## src/rtl/core/tiny_language_lexer_assert.svh

```systemverilog
// assertion macros shared by the lexer queue and emitter modules
`ifndef TINY_LANGUAGE_LEXER_ASSERT_SVH
`define TINY_LANGUAGE_LEXER_ASSERT_SVH

// same-cycle implication, sampled on clk, off while rst_n is low
`define TLL_ASSERT_NOW(label, ante, cons, msg) \
  label: assert property (@(posedge clk) disable iff (!rst_n) (ante) |-> (cons)) \
    else $error(msg);

// next-cycle implication, sampled on clk, off while rst_n is low
`define TLL_ASSERT_NEXT(label, ante, cons, msg) \
  label: assert property (@(posedge clk) disable iff (!rst_n) (ante) |=> (cons)) \
    else $error(msg);

`endif

```

## src/rtl/core/tll_pkg.sv

```systemverilog
// shared types and constants of the lexer
package tll_pkg;

  localparam int KIND_W = 5;
  localparam int LINE_W = 20;
  localparam int OFS_W  = 32;
  localparam int LEN_W  = 6;
  localparam int VAL_W  = 31;

  localparam int QDEPTH = 4;
  localparam int PTR_W  = $clog2(QDEPTH);
  localparam int CNT_W  = $clog2(QDEPTH + 1);

  typedef enum logic [KIND_W-1:0] {
    KIND_IF      = 5'd0,
    KIND_THEN    = 5'd1,
    KIND_ELSE    = 5'd2,
    KIND_END     = 5'd3,
    KIND_REPEAT  = 5'd4,
    KIND_UNTIL   = 5'd5,
    KIND_READ    = 5'd6,
    KIND_WRITE   = 5'd7,
    KIND_ASSIGN  = 5'd8,
    KIND_EQ      = 5'd9,
    KIND_LT      = 5'd10,
    KIND_PLUS    = 5'd11,
    KIND_MINUS   = 5'd12,
    KIND_TIMES   = 5'd13,
    KIND_OVER    = 5'd14,
    KIND_POWER   = 5'd15,
    KIND_SEMI    = 5'd16,
    KIND_LPAREN  = 5'd17,
    KIND_RPAREN  = 5'd18,
    KIND_LBRACE  = 5'd19,
    KIND_RBRACE  = 5'd20,
    KIND_ID      = 5'd21,
    KIND_NUM     = 5'd22,
    KIND_ENDFILE = 5'd23,
    KIND_ERROR   = 5'd24
  } kind_t;

  typedef struct packed {
    kind_t              kind;
    logic [LINE_W-1:0]  line;
    logic [OFS_W-1:0]   start;
    logic [LEN_W-1:0]   len;
    logic [VAL_W-1:0]   val;
  } tok_t;

  // tokens caused by one input beat: one or two
  typedef struct packed {
    logic two;
    tok_t tok0;
    tok_t tok1;
  } grp_t;

  typedef struct packed {
    logic push;
    grp_t grp;
  } q_wr_t;

endpackage

```

## src/rtl/core/tll_if.sv

```systemverilog
// byte and token channel interfaces
interface tll_in_if;
  logic       valid;
  logic       ready;
  logic [7:0] ch;
  logic       end_of_input;

  modport source(output valid, ch, end_of_input, input ready);
  modport sink(input valid, ch, end_of_input, output ready);
endinterface

interface tll_out_if;
  logic                       valid;
  logic                       ready;
  logic [tll_pkg::KIND_W-1:0] token_kind;
  logic [tll_pkg::LINE_W-1:0] line_number;
  logic [tll_pkg::OFS_W-1:0]  start_offset;
  logic [tll_pkg::LEN_W-1:0]  token_length;
  logic [tll_pkg::VAL_W-1:0]  number_value;
  logic                       last;

  modport source(output valid, token_kind, line_number, start_offset, token_length,
                 number_value, last, input ready);
  modport sink(input valid, token_kind, line_number, start_offset, token_length,
               number_value, last, output ready);
endinterface

```

## src/rtl/core/tll_front.sv

```systemverilog
// scanner front: takes one byte a beat and classifies it into tokens
module tll_front #(
  parameter int MAX_TOKEN_CHARS = 40
) (
  input  logic            clk,
  input  logic            rst_n,
  tll_in_if.sink          in_bus,
  input  logic            q_full,
  output tll_pkg::q_wr_t  q_wr
);

  localparam logic [7:0] CH_TAB    = 8'h09;
  localparam logic [7:0] CH_LF     = 8'h0A;
  localparam logic [7:0] CH_CR     = 8'h0D;
  localparam logic [7:0] CH_SPACE  = 8'h20;
  localparam logic [7:0] CH_LPAREN = 8'h28;
  localparam logic [7:0] CH_RPAREN = 8'h29;
  localparam logic [7:0] CH_STAR   = 8'h2A;
  localparam logic [7:0] CH_PLUS   = 8'h2B;
  localparam logic [7:0] CH_MINUS  = 8'h2D;
  localparam logic [7:0] CH_SLASH  = 8'h2F;
  localparam logic [7:0] CH_ZERO   = 8'h30;
  localparam logic [7:0] CH_NINE   = 8'h39;
  localparam logic [7:0] CH_COLON  = 8'h3A;
  localparam logic [7:0] CH_SEMI   = 8'h3B;
  localparam logic [7:0] CH_LT     = 8'h3C;
  localparam logic [7:0] CH_EQ     = 8'h3D;
  localparam logic [7:0] CH_UP_A   = 8'h41;
  localparam logic [7:0] CH_UP_Z   = 8'h5A;
  localparam logic [7:0] CH_CARET  = 8'h5E;
  localparam logic [7:0] CH_UNDER  = 8'h5F;
  localparam logic [7:0] CH_LO_A   = 8'h61;
  localparam logic [7:0] CH_LO_Z   = 8'h7A;
  localparam logic [7:0] CH_LBRACE = 8'h7B;
  localparam logic [7:0] CH_RBRACE = 8'h7D;

  localparam int PREFIX_CHARS = 6;
  localparam int PREFIX_W     = 8 * PREFIX_CHARS;
  localparam int PROD_W       = tll_pkg::VAL_W + 4;

  localparam logic [tll_pkg::VAL_W-1:0]  NUM_MAX  = {tll_pkg::VAL_W{1'b1}};
  localparam logic [tll_pkg::LINE_W-1:0] LINE_MAX = {tll_pkg::LINE_W{1'b1}};
  localparam logic [tll_pkg::LEN_W-1:0]  LEN_LIM  = tll_pkg::LEN_W'(MAX_TOKEN_CHARS);

  localparam logic [PREFIX_W-1:0] KW_TEXT [8] = '{
    48'h0000_0000_6966, 48'h0000_7468_656E, 48'h0000_656C_7365, 48'h0000_0065_6E64,
    48'h7265_7065_6174, 48'h0075_6E74_696C, 48'h0000_7265_6164, 48'h0077_7269_7465
  };
  localparam logic [tll_pkg::LEN_W-1:0] KW_LEN [8] = '{
    6'd2, 6'd4, 6'd4, 6'd3, 6'd6, 6'd5, 6'd4, 6'd5
  };
  localparam tll_pkg::kind_t KW_CODE [8] = '{
    tll_pkg::KIND_IF, tll_pkg::KIND_THEN, tll_pkg::KIND_ELSE, tll_pkg::KIND_END,
    tll_pkg::KIND_REPEAT, tll_pkg::KIND_UNTIL, tll_pkg::KIND_READ, tll_pkg::KIND_WRITE
  };

  typedef enum logic [5:0] {
    M_IDLE    = 6'b000001,
    M_NUM     = 6'b000010,
    M_WORD    = 6'b000100,
    M_COLON   = 6'b001000,
    M_COMMENT = 6'b010000,
    M_ERROR   = 6'b100000
  } mode_t;

  function automatic tll_pkg::kind_t kw_kind(logic [PREFIX_W-1:0] prefix,
                                             logic [tll_pkg::LEN_W-1:0] len);
    tll_pkg::kind_t k;
    k = tll_pkg::KIND_ID;
    for (int i = 0; i < 8; i++) begin
      if (len == KW_LEN[i] && prefix == KW_TEXT[i]) k = KW_CODE[i];
    end
    return k;
  endfunction

  function automatic tll_pkg::tok_t mk_tok(tll_pkg::kind_t k,
                                           logic [tll_pkg::LINE_W-1:0] line,
                                           logic [tll_pkg::OFS_W-1:0] start,
                                           logic [tll_pkg::LEN_W-1:0] len,
                                           logic [tll_pkg::VAL_W-1:0] val);
    tll_pkg::tok_t t;
    t.kind  = k;
    t.line  = line;
    t.start = start;
    t.len   = len;
    t.val   = val;
    return t;
  endfunction

  mode_t                       mode_r, mode_nxt;
  logic [tll_pkg::OFS_W-1:0]   start_r, start_nxt;
  logic [tll_pkg::OFS_W-1:0]   pos_r, pos_nxt;
  logic [tll_pkg::LEN_W-1:0]   len_r, len_nxt;
  logic [PREFIX_W-1:0]         prefix_r, prefix_nxt;
  logic [tll_pkg::VAL_W-1:0]   acc_r, acc_nxt;
  logic [tll_pkg::LINE_W-1:0]  line_r, line_nxt;
  logic [tll_pkg::LINE_W-1:0]  tok_line_r, tok_line_nxt;

  logic                        fire;
  logic [7:0]                  c;
  logic                        is_digit, is_word, is_sep, is_sym;
  tll_pkg::kind_t              sym;
  logic [PROD_W-1:0]           prod;
  logic [tll_pkg::VAL_W-1:0]   acc_step;
  tll_pkg::kind_t              word_k;
  tll_pkg::tok_t               t0, t1;
  logic                        t0_v, t1_v;

  assign in_bus.ready = !q_full;
  assign fire         = in_bus.valid && in_bus.ready;
  assign c            = in_bus.ch;

  assign is_digit = (c >= CH_ZERO) && (c <= CH_NINE);
  assign is_word  = ((c >= CH_LO_A) && (c <= CH_LO_Z)) ||
                    ((c >= CH_UP_A) && (c <= CH_UP_Z)) || (c == CH_UNDER);
  assign is_sep   = (c == CH_SPACE) || (c == CH_TAB) || (c == CH_CR) || (c == CH_LF);

  always_comb begin
    is_sym = 1'b1;
    sym    = tll_pkg::KIND_EQ;
    unique case (c)
      CH_EQ:     sym = tll_pkg::KIND_EQ;
      CH_LT:     sym = tll_pkg::KIND_LT;
      CH_PLUS:   sym = tll_pkg::KIND_PLUS;
      CH_MINUS:  sym = tll_pkg::KIND_MINUS;
      CH_STAR:   sym = tll_pkg::KIND_TIMES;
      CH_SLASH:  sym = tll_pkg::KIND_OVER;
      CH_CARET:  sym = tll_pkg::KIND_POWER;
      CH_SEMI:   sym = tll_pkg::KIND_SEMI;
      CH_LPAREN: sym = tll_pkg::KIND_LPAREN;
      CH_RPAREN: sym = tll_pkg::KIND_RPAREN;
      CH_RBRACE: sym = tll_pkg::KIND_RBRACE;
      default:   is_sym = 1'b0;
    endcase
  end

  // acc * 10 + digit as two shifts and two adds, then clamp
  assign prod = {1'b0, acc_r, 3'b000} + {3'b000, acc_r, 1'b0} +
                PROD_W'(c[3:0]);
  assign acc_step = (prod > PROD_W'(NUM_MAX)) ? NUM_MAX : prod[tll_pkg::VAL_W-1:0];
  assign word_k   = kw_kind(prefix_r, len_r);

  always_comb begin
    logic fresh;
    fresh        = 1'b0;
    mode_nxt     = mode_r;
    start_nxt    = start_r;
    pos_nxt      = pos_r + tll_pkg::OFS_W'(1);
    len_nxt      = len_r;
    prefix_nxt   = prefix_r;
    acc_nxt      = acc_r;
    line_nxt     = line_r;
    tok_line_nxt = tok_line_r;
    t0_v         = 1'b0;
    t1_v         = 1'b0;
    t0 = mk_tok(tll_pkg::KIND_ERROR, tok_line_r, start_r, '0, '0);
    t1 = mk_tok(tll_pkg::KIND_ENDFILE, line_r, pos_r, '0, '0);

    if (in_bus.end_of_input) begin
      // flush whatever is pending, then end of file and back to reset values
      t1_v = 1'b1;
      unique case (mode_r)
        M_NUM: begin
          t0_v = 1'b1;
          t0   = mk_tok(tll_pkg::KIND_NUM, tok_line_r, start_r, len_r, acc_r);
        end
        M_WORD: begin
          t0_v = 1'b1;
          t0   = mk_tok(word_k, tok_line_r, start_r, len_r, '0);
        end
        M_COLON, M_COMMENT: t0_v = 1'b1;
        default: t0_v = 1'b0;
      endcase
      mode_nxt     = M_IDLE;
      start_nxt    = '0;
      pos_nxt      = '0;
      len_nxt      = '0;
      prefix_nxt   = '0;
      acc_nxt      = '0;
      line_nxt     = tll_pkg::LINE_W'(1);
      tok_line_nxt = '0;
    end else begin
      unique case (mode_r)
        M_ERROR: ;
        M_COMMENT: begin
          if (c == CH_RBRACE) mode_nxt = M_IDLE;
        end
        M_COLON: begin
          t0_v = 1'b1;
          if (c == CH_EQ) begin
            t0       = mk_tok(tll_pkg::KIND_ASSIGN, tok_line_r, start_r,
                              tll_pkg::LEN_W'(2), '0);
            mode_nxt = M_IDLE;
          end else begin
            mode_nxt = M_ERROR;
          end
        end
        M_NUM: begin
          if (is_digit) begin
            if (len_r >= LEN_LIM) begin
              t0_v     = 1'b1;
              mode_nxt = M_ERROR;
            end else begin
              acc_nxt = acc_step;
              len_nxt = len_r + tll_pkg::LEN_W'(1);
            end
          end else begin
            t0_v     = 1'b1;
            t0       = mk_tok(tll_pkg::KIND_NUM, tok_line_r, start_r, len_r, acc_r);
            mode_nxt = M_IDLE;
            fresh    = 1'b1;
          end
        end
        M_WORD: begin
          if (is_word) begin
            if (len_r >= LEN_LIM) begin
              t0_v     = 1'b1;
              mode_nxt = M_ERROR;
            end else begin
              if (len_r < tll_pkg::LEN_W'(PREFIX_CHARS)) begin
                prefix_nxt = {prefix_r[PREFIX_W-9:0], c};
              end
              len_nxt = len_r + tll_pkg::LEN_W'(1);
            end
          end else begin
            t0_v     = 1'b1;
            t0       = mk_tok(word_k, tok_line_r, start_r, len_r, '0);
            mode_nxt = M_IDLE;
            fresh    = 1'b1;
          end
        end
        default: begin
          mode_nxt = M_IDLE;
          fresh    = 1'b1;
        end
      endcase

      if (fresh) begin
        if (is_sep) begin
          mode_nxt = M_IDLE;
        end else if (is_sym) begin
          t1_v = 1'b1;
          t1   = mk_tok(sym, line_r, pos_r, tll_pkg::LEN_W'(1), '0);
        end else if (c == CH_LBRACE || c == CH_COLON || is_digit || is_word) begin
          start_nxt    = pos_r;
          tok_line_nxt = line_r;
          prefix_nxt   = '0;
          acc_nxt      = '0;
          len_nxt      = '0;
          if (c == CH_LBRACE) begin
            mode_nxt = M_COMMENT;
          end else if (c == CH_COLON) begin
            mode_nxt = M_COLON;
          end else if (is_digit) begin
            mode_nxt = M_NUM;
            acc_nxt  = tll_pkg::VAL_W'(c[3:0]);
            len_nxt  = tll_pkg::LEN_W'(1);
          end else begin
            mode_nxt   = M_WORD;
            prefix_nxt = PREFIX_W'(c);
            len_nxt    = tll_pkg::LEN_W'(1);
          end
        end else begin
          t1_v     = 1'b1;
          t1       = mk_tok(tll_pkg::KIND_ERROR, line_r, pos_r, '0, '0);
          mode_nxt = M_ERROR;
        end
      end

      if (c == CH_LF && line_r != LINE_MAX) line_nxt = line_r + tll_pkg::LINE_W'(1);
    end
  end

  // pack into one group: the earlier token leads
  always_comb begin
    q_wr.push     = fire && (t0_v || t1_v);
    q_wr.grp.two  = t0_v && t1_v;
    q_wr.grp.tok0 = t0_v ? t0 : t1;
    q_wr.grp.tok1 = t1;
  end

  always_ff @(posedge clk) begin
    if (!rst_n) begin
      mode_r     <= M_IDLE;
      start_r    <= '0;
      pos_r      <= '0;
      len_r      <= '0;
      prefix_r   <= '0;
      acc_r      <= '0;
      line_r     <= tll_pkg::LINE_W'(1);
      tok_line_r <= '0;
    end else if (fire) begin
      mode_r     <= mode_nxt;
      start_r    <= start_nxt;
      pos_r      <= pos_nxt;
      len_r      <= len_nxt;
      prefix_r   <= prefix_nxt;
      acc_r      <= acc_nxt;
      line_r     <= line_nxt;
      tok_line_r <= tok_line_nxt;
    end
  end

endmodule

```

## src/rtl/core/tll_queue.sv

```systemverilog
// short token group queue between front and back
`include "tiny_language_lexer_assert.svh"

module tll_queue (
  input  logic           clk,
  input  logic           rst_n,
  input  tll_pkg::q_wr_t q_wr,
  output logic           full,
  input  logic           pop,
  output logic           empty,
  output tll_pkg::grp_t  rd_grp
);

  tll_pkg::grp_t                entry_r [tll_pkg::QDEPTH];
  logic [tll_pkg::PTR_W-1:0]    wr_ptr_r, rd_ptr_r;
  logic [tll_pkg::CNT_W-1:0]    cnt_r, cnt_nxt;

  assign full   = (cnt_r == tll_pkg::CNT_W'(tll_pkg::QDEPTH));
  assign empty  = (cnt_r == '0);
  assign rd_grp = entry_r[rd_ptr_r];

  always_comb begin
    cnt_nxt = cnt_r;
    if (q_wr.push && !pop) cnt_nxt = cnt_r + tll_pkg::CNT_W'(1);
    if (!q_wr.push && pop) cnt_nxt = cnt_r - tll_pkg::CNT_W'(1);
  end

  always_ff @(posedge clk) begin
    if (q_wr.push) entry_r[wr_ptr_r] <= q_wr.grp;
  end

  always_ff @(posedge clk) begin
    if (!rst_n) begin
      wr_ptr_r <= '0;
      rd_ptr_r <= '0;
      cnt_r    <= '0;
    end else begin
      if (q_wr.push) wr_ptr_r <= wr_ptr_r + tll_pkg::PTR_W'(1);
      if (pop)       rd_ptr_r <= rd_ptr_r + tll_pkg::PTR_W'(1);
      cnt_r <= cnt_nxt;
    end
  end

  `TLL_ASSERT_NOW(a_q_no_overflow, q_wr.push, !full, "token queue written while full")
  `TLL_ASSERT_NOW(a_q_no_underflow, pop, !empty, "token queue read while empty")
  `TLL_ASSERT_NEXT(a_q_fill_tracks, q_wr.push && !pop, !empty, "queue lost a pushed group")

endmodule

```

## src/rtl/core/tll_back.sv

```systemverilog
// emitter back: hands out each queued group as one or two token beats
`include "tiny_language_lexer_assert.svh"

module tll_back (
  input  logic          clk,
  input  logic          rst_n,
  input  logic          q_empty,
  input  tll_pkg::grp_t q_grp,
  output logic          q_pop,
  tll_out_if.source     out_bus
);

  tll_pkg::grp_t grp_r;
  logic          valid_r;
  logic          phase_r;
  logic          beat_done;
  logic          last_beat;
  logic          load;
  tll_pkg::tok_t cur;

  assign last_beat = phase_r || !grp_r.two;
  assign beat_done = out_bus.valid && out_bus.ready;
  assign load      = !valid_r || (beat_done && last_beat);
  assign q_pop     = load && !q_empty;
  assign cur       = phase_r ? grp_r.tok1 : grp_r.tok0;

  assign out_bus.valid        = valid_r;
  assign out_bus.token_kind   = cur.kind;
  assign out_bus.line_number  = cur.line;
  assign out_bus.start_offset = cur.start;
  assign out_bus.token_length = cur.len;
  assign out_bus.number_value = cur.val;
  assign out_bus.last         = last_beat;

  always_ff @(posedge clk) begin
    if (q_pop) grp_r <= q_grp;
  end

  always_ff @(posedge clk) begin
    if (!rst_n) begin
      valid_r <= 1'b0;
      phase_r <= 1'b0;
    end else if (load) begin
      valid_r <= !q_empty;
      phase_r <= 1'b0;
    end else if (beat_done) begin
      phase_r <= 1'b1;
    end
  end

  `TLL_ASSERT_NOW(a_back_second_beat, phase_r, valid_r && grp_r.two, "second beat without pair")

endmodule

```

## src/rtl/core/tiny_language_lexer.sv

```systemverilog
// top level of the streaming lexer
//
//   channel  dir  beat contents                                        accepted when
//   in_bus   in   ch, end_of_input                                     valid && ready
//   out_bus  out  token_kind, line_number, start_offset, token_length,  valid && ready
//                 number_value, last
//
// one byte is taken per clock unless the queue is full; scanner step is combinational
// a byte that ends a token and is itself a token gives two beats, which the output
// side hands out one at a time; the four-entry group queue soaks up the bursts
// first token beat is offered once its group is moved from queue to output register
// rst_n is synchronous, active low: scanner idle, line counter at one, queue empty
// in_bus.ready drops only while the group queue is full; out stalls hold the beat
module tiny_language_lexer #(
  parameter int MAX_TOKEN_CHARS = 40
) (
  input  logic      clk,
  input  logic      rst_n,
  tll_in_if.sink    in_bus,
  tll_out_if.source out_bus
);

  // front to queue: push strobe plus the token group of this byte
  tll_pkg::q_wr_t q_wr;
  logic           q_full;
  logic           q_empty;
  logic           q_pop;
  tll_pkg::grp_t  q_grp;

  // classifier: scanner state, number accumulation, keyword match
  tll_front #(
    .MAX_TOKEN_CHARS (MAX_TOKEN_CHARS)
  ) u_front (
    .clk    (clk),
    .rst_n  (rst_n),
    .in_bus (in_bus),
    .q_full (q_full),
    .q_wr   (q_wr)
  );

  // decouples the byte side from output stalls
  tll_queue u_queue (
    .clk    (clk),
    .rst_n  (rst_n),
    .q_wr   (q_wr),
    .full   (q_full),
    .pop    (q_pop),
    .empty  (q_empty),
    .rd_grp (q_grp)
  );

  // output register, splits pairs into single beats and marks the last one
  tll_back u_back (
    .clk     (clk),
    .rst_n   (rst_n),
    .q_empty (q_empty),
    .q_grp   (q_grp),
    .q_pop   (q_pop),
    .out_bus (out_bus)
  );

endmodule

```

## src/flat_wrapper.sv

```systemverilog
// flat-port wrapper written by rule: the top's interface ports become plain ports
module tiny_language_lexer_flat 
#(
  parameter int MAX_TOKEN_CHARS = 40
)
  (clk, rst_n, in_bus_valid, in_bus_ch, in_bus_end_of_input, in_bus_ready, out_bus_valid, out_bus_token_kind, out_bus_line_number, out_bus_start_offset, out_bus_token_length, out_bus_number_value, out_bus_last, out_bus_ready);
  tll_in_if in_bus_i ();
  tll_out_if out_bus_i ();
  input  logic clk;
  input  logic rst_n;
  input wire logic [$bits(in_bus_i.valid)-1:0] in_bus_valid;
  input wire logic [$bits(in_bus_i.ch)-1:0] in_bus_ch;
  input wire logic [$bits(in_bus_i.end_of_input)-1:0] in_bus_end_of_input;
  output wire logic [$bits(in_bus_i.ready)-1:0] in_bus_ready;
  output wire logic [$bits(out_bus_i.valid)-1:0] out_bus_valid;
  output wire logic [$bits(out_bus_i.token_kind)-1:0] out_bus_token_kind;
  output wire logic [$bits(out_bus_i.line_number)-1:0] out_bus_line_number;
  output wire logic [$bits(out_bus_i.start_offset)-1:0] out_bus_start_offset;
  output wire logic [$bits(out_bus_i.token_length)-1:0] out_bus_token_length;
  output wire logic [$bits(out_bus_i.number_value)-1:0] out_bus_number_value;
  output wire logic [$bits(out_bus_i.last)-1:0] out_bus_last;
  input wire logic [$bits(out_bus_i.ready)-1:0] out_bus_ready;
  assign in_bus_i.valid = in_bus_valid;
  assign in_bus_i.ch = in_bus_ch;
  assign in_bus_i.end_of_input = in_bus_end_of_input;
  assign in_bus_ready = in_bus_i.ready;
  assign out_bus_valid = out_bus_i.valid;
  assign out_bus_token_kind = out_bus_i.token_kind;
  assign out_bus_line_number = out_bus_i.line_number;
  assign out_bus_start_offset = out_bus_i.start_offset;
  assign out_bus_token_length = out_bus_i.token_length;
  assign out_bus_number_value = out_bus_i.number_value;
  assign out_bus_last = out_bus_i.last;
  assign out_bus_i.ready = out_bus_ready;
  tiny_language_lexer #(.MAX_TOKEN_CHARS(MAX_TOKEN_CHARS)) u_core (.clk(clk), .rst_n(rst_n), .in_bus(in_bus_i), .out_bus(out_bus_i));
endmodule
```

## config.mk

```make
export PLATFORM = sky130hd
export DESIGN_NAME = tiny_language_lexer_flat
export DESIGN_NICKNAME = d
export VERILOG_FILES = /design/src/rtl/core/tll_pkg.sv /design/src/rtl/core/tll_if.sv /design/src/rtl/core/tll_front.sv /design/src/rtl/core/tll_queue.sv /design/src/rtl/core/tll_back.sv /design/src/rtl/core/tiny_language_lexer.sv /design/src/flat_wrapper.sv
export VERILOG_INCLUDE_DIRS = /design/src /design/src/rtl/core
export SDC_FILE = /design/constraint.sdc
export NUM_CORES = 1
export LEC_CHECK = 0
export BUFFER_PORTS_ARGS = -buffer_cell sky130_fd_sc_hd__buf_2
export CORE_MARGIN = 4
export CORE_UTILIZATION = 50
export CTS_CLUSTER_SIZE = 25
export DETAILED_ROUTE_END_ITERATION = 7
export PLACE_DENSITY_LB_ADDON = 0.1
export SYNTH_ARGS = -nofsm -noshare
export SYNTH_HDL_FRONTEND = slang
export SYNTH_HIERARCHICAL = 1
export SYNTH_SLANG_ARGS = --single-unit
```

## constraint.sdc

```tcl
create_clock -name clk -period 23 [get_ports clk]
set_clock_uncertainty 0.1 [all_clocks]
set_input_delay 1.15 -clock clk [delete_from_list [all_inputs] [get_ports clk]]
set_output_delay 1.15 -clock clk [all_outputs]
set_load 0.03 [all_outputs]
```

# == After elaboration in Yosys (flattened, before gate mapping) ==
# Memories as Yosys holds them, arrays and structs flattened. A register that Yosys moved wholly into a read port is not among the register bits.
# Index checks and enable logic that the tools add are counted.
# W data, S select, Z words.
# word_totals
inputBits,13
ram_bits,756
memories,1
word_cells,225
ff_bits,204
output_inout_bits,97
# mem_list
name,depth,word_bits,rd,rd_ports_with_merged_regs,wr,line,rtl
u_core.u_queue.entry_r,4,189,1,1,1,tll_queue.sv:14,tll_pkg::grp_t entry_r [tll_pkg::QDEPTH];
# classes
add_sub_neg,9
order_cmp,9
n_bitwise,1
n_mux,104
n_reduce_logical,48
n_eq_ne,40
# ops
operator,count
$mux W94,9
$mux W48,9
$pmux W94 S3,1
$mux W31,9
$mux W32,6
$pmux W94 S2,1
$mux W93,2
$eq A48 B31 Y1 const B,3
$mux W20,7
$mux W6,18
$eq A48 B39 Y1 const B,2
$eq A8 B6 Y1 const B,11
$pmux W5 S10,1
$eq A48 B15 Y1 const B,1
$eq A48 B23 Y1 const B,1
$eq A48 B47 Y1 const B,1
$mux W5,9
$add A34 B32 Y35,1
$add A35 B4 Y35,1
$gt A35 B31 Y1 const B,1
$add A32 B1 Y32 const B,1
$eq A8 B7 Y1 const B,4
$pmux W6 S5,1
$eq A6 B3 Y1 const B,4
37 further kinds,107

# == Depth between registers and ports, before layout ==
# logic_depth
word_depth,15
depth_mapped,15
depth_no_buf,14

# == Cells and area by module ==
# The synthesis kept the hierarchy.
# by_module_without_submodules
module,area_per_inst_um2,seq_area_each_um2,n_inst,cells_per_inst
tll_queue,27697.8,22881.9,1,1033
tll_front,11995.3,3903.7,1,1386
tll_back,7158.1,5715.5,1,305

# == Worst setup path after synthesis ==
# OpenSTA, ideal clock, no wires.
# synth_path
kind,input-to-reg
start,input port out_bus_ready
end,register u_core/u_queue/cnt_r[2] (netlist bit)
required_ns,22.824
cell_stages,8
n_path_buf,0
setup_time_ns,0.076
t_arrival_ns,12.722
path_slack_ns,10.103
path_cell_list,nand2_1 a21oi_1 ha_1 inv_1 fa_1 xor2_1 or3_1 a21boi_0
# synth_via
elab_chain_len,7
elab_cells_between_ends,9
classes_between,mux: 1; reduce/logical: 8
# synth_rtl
element,line,rtl
start: declaration,flat_wrapper.sv:22,input wire logic [$bits(out_bus_i.ready)-1:0] out_bus_ready;
$logic_and A1 B1 Y1 *,tll_back.sv:22,assign beat_done = out_bus.valid && out_bus.ready;
$logic_and A1 B1 Y1 *,tll_back.sv:23,assign load = !valid_r || (beat_done && last_beat);
$logic_or A1 B1 Y1 *,tll_back.sv:23,
$logic_and A1 B1 Y1 *,tll_back.sv:24,assign q_pop = load && !q_empty;
via u_core.q_pop,tiny_language_lexer.sv:27,logic q_pop;
$logic_not A1 Y1,tll_queue.sv:24,if (q_wr.push && !pop) cnt_nxt = cnt_r + tll_pkg::CNT_W'(1);
$logic_and A1 B1 Y1,tll_queue.sv:24,
$reduce_bool A2 Y1 (no source line),--,
end signal: assignment,tll_queue.sv:40,cnt_r <= cnt_nxt;
end: declaration,tll_queue.sv:16,"logic [tll_pkg::CNT_W-1:0] cnt_r, cnt_nxt;"
# The timed path passes the listed nets; every way through them passes the cells marked *.
# A chain may end at the register's enable or synchronous reset.

==> results by group <==
Clock network
  • Clock Pin Slew Worst Setup and Hold Paths: about 60 ps
  • Clock Tree Root: clkbuf_16
  • Post-CTS Resized: 0
  • CTS max path bufs: 3
  • Worst-Skew Late Latency: roughly 670 ps
  • CTS Buf Count: ~110
  • CTS H-tree depth: 3
  • Hold Buf Count CTS: 0
  • Post-CTS setup buffer count: 0
  • CTS tree: done
  • # clock sinks: ~1200

STA
  • Final setup vio count: 0
  • Final TNS setup: 0 ps
  • Final Hold Viols: 0
  • Tightest Pin Transition: around 1100 ps
  • RSZ-0062 raised after global routing: false
  • Max Clock Freq: roughly 0.2 GHz
  • Fin. max-slew vios: 0
  • Slew HR: 0.259
  • Tmin final: around 5000 ps
  • Final cycle utilization of the critical path: 0.223

Worst setup path
  • Top delay family on crit path: simple AND/OR/NAND/NOR gates
  • Most used cell along the critical path: a21oi_1
  • Worst path slowest cell: and2_4
  • Kind of critical path: input pin to flip-flop
  • CP max stage delay: about 990 ps
  • CP Capture Type: flip-flop
  • CP Launch Type: input pin
  • Worst-path cell chain: buf_2, or4_1, o221ai_1, and3_1, o21a_1, a21oi_1, a21oi_1, and2_4, buf_4
  • Data required time at the worst endpoint: 23190 ps
  • Worst Path Arrival: approximately 5300 ps
  • Buf/Inv on CP: 2
  • CP Max Fanout: ~60

Detailed routing
  • Drt first-iter violations: 1681
  • Drt pass-1 iters: 7
  • Total Routed Length: just under 100000 um
  • Drt drc: 0
  • Drt via density: 5.81
  • ANT nets after route: 0
  • Vias: 24400
  • WL per Instance: 23.1 um

Layout
  • Fin area: about 0.052 mm2
  • Area Overhead vs Synth: 11.7%
  • Sequential Area: about 0.033 mm2
  • Layout cell share with drive strength beyond 1: 0.234
  • Multi-input gate area: 0.0133 mm2
  • Post-layout nets: roughly 2900
  • Fillers: roughly 7200

Logic synthesis
  • Avg Cell Area, Syn: roughly 17 um2
  • Seq/Total Area, Yosys: 0.694
  • Synth top area cells: edfxtp_1, mux4_2, dfxtp_1
  • Mapped Area: between 0.04 and 0.05 mm2
  • Post-synthesis xor/xnor area fraction: 0.0127
  • Top cell type's share of synthesized area: 0.606
  • Post-synthesis simple-gate area fraction: 0.0557
  • Synth Area in Compound Gates: 0.0588
  • Synth Area in Adders: 0.0205
  • Largest family of logic cells by synthesized area: multiplexers
  • Synth Instances: approximately 2700
  • Proportion of synthesized area in mux cells: 0.132
  • Register bit total from synthesis: 1151
  • Cell variety after synth: 82
  • Synth async-reset ratio: 0
  • Synth area leader: edfxtp_1
  • Post-synth EDFFs: 945
  • Syn. warnings: 6
  • Top FF cell, synth: edfxtp_1

Global route
  • GRT Util Overall: 0.199
  • Number of global-route vias before repair: roughly 25000
  • Largest net degree at the start of global routing: 137
  • First-pass GRT wire length: 152000 um
  • Initial antenna violation count: 4
  • GRT overflow: 0

Pwr
  • Pwr per Cell Area: 113 mW/mm2
  • Leak pwr: roughly 18 nW
  • Worst VDD drop: 120 uV

Placed design
  • Placed Instance Area: approximately 0.048 mm2
  • IO Port Bufs: approximately 110
  • DP HPWL: approximately 57000 um
  • RD Place Congestion: slightly below 0.9

Floorplanning
  • Die height: 314 um
  • Core ar.: 0.0932 mm2
  • Chip Width: around 310 um
  • Starting Density: 0.503
  • I/O Pins: between 100 and 150
  • # rows: around 110
  • Die ar.: 0.0987 mm2

Worst hold path
  • Hold Crit Class: flip-flop to flip-flop

Status
  • Status: completed

Run
  • Max-cap violations: 0
## area by class of cell
| type | count | area share |
|---|---|---|
| flip-flops and latches | 1151 | 0.621 |
| multi-input cells | 1398 | 0.254 |
| clock buffers | 146 | 0.0599 |
| well taps | 1254 | 0.0300 |
| repair buffers | 142 | 0.0159 |
| clock inverters | 69 | 0.0158 |
| inverters | 42 | 0.00301 |
| diodes | 4 | 0.000191 |
## state kept, by name (all words and copies together), names as in the netlist, named ones only
name / flops
u_core/u_front/len_r: 6
u_core/u_front/pos_r: 32
u_core/u_front/line_r: 20
u_core/u_back/out_bus.valid: 1
u_core/u_queue/cnt_r: 3
u_core/u_front/mode_r: 6
u_core/u_queue/wr_ptr_r: 2
u_core/u_front/tok_line_r: 20
u_core/u_back/phase_r: 1
u_core/u_front/prefix_r: 48
u_core/u_queue/rd_ptr_r: 2
u_core/u_front/acc_r: 31
u_core/u_front/start_r: 32
u_core/u_back/grp_r: 189
u_core/u_queue/entry_r: 756
## path summary, 6_finish.rpt
check / from / to / slack, ps / cells after the start
worst max-delay path: in_bus_ch[0] / u_core/u_queue/entry_r[2][64] / 17880 / 9
worst min-delay path: u_core/u_front/start_r[13] / u_core/u_front/start_r[13] / 370 / 1
worst max register to register: u_core/u_front/mode_r[3] / u_core/u_queue/entry_r[2][64] / 17920 / 8
worst min register to register: u_core/u_front/start_r[13] / u_core/u_front/start_r[13] / 370 / 1
## kinds of logic after synthesis
| logic type | count (synthesis) |
|---|---|
| flip-flops | 1151 |
| AND/OR/NAND/NOR | 485 |
| AO/OA/AOI/OAI | 389 |
| multiplexers | 345 |
| buffers and inverters | 210 |
| adder cells (fa/ha/maj) | 75 |
| XOR/XNOR | 68 |
| other | 1 |
## layout by cell type, fill, tap and decap left out, types with 13 or more instances in the layout
master       n
nand2_1     84
o21ai_0     57
nor2_1      94
mux4_2     189
clkbuf_1    16
xor2_1      43
clkinv_2    23
clkinv_1    18
buf_4       30
buf_2      109
mux2_2      99
nand4_1     27
o21ai_1     20
conb_1      36
bufinv_16   19
xnor2_1     25
nor4_1      23
a21oi_1     65
clkbuf_16  116
a22o_1     102
nor3_1      32
o21a_1      13
a22oi_1     24
or3_1       14
inv_1       42
mux2_4      50
and3_1      16
dfxtp_1    203
nand3_1     53
ha_1        72
and4_1      13
a21o_1      21
edfxtp_1   945
and2_1      50
## cell usage after synthesis (all sizes together), types with 53 or more instances
cell type,n
a21oi,67
o21ai,79
nand3,53
ha,72
mux4,189
a22o,102
buf,119
and2,54
mux2,149
edfxtp,945
nor2,99
nand2,85
dfxtp,206
## power breakdown
group          internal, mW  switching [mW]
sequential             2.67           0.108
clock                  1.17           0.759
combinational         0.467           0.723
total                  4.31            1.59
## layer usage
metal,global-route usage,vias to the layer above,routed length [um]
met5,0,-,0
met4,0.0561,0,2180
met3,0.0268,145,4310
met2,0.326,549,47100
met1,0.283,12700,43500
li1,-,11100,-
## per-stage QoR
stage | hold WS, ps | total power, mW | instances | utilization | setup WS [ps]
global route | 379 | 6.16 | 4202 | 0.562 | 17510
finish | 371 | 5.90 | 4206 | 0.562 | 17880
global placement | 352 | 4.04 | 3987 | 0.519 | 17230
CTS | 373 | 5.99 | 4202 | 0.562 | 17850
detailed placement | 352 | 4.05 | 3987 | 0.519 | 17150
floorplan | 338 | 3.80 | 2759 | - | 10100
Note: power is estimated with default switching activity, not from simulation.
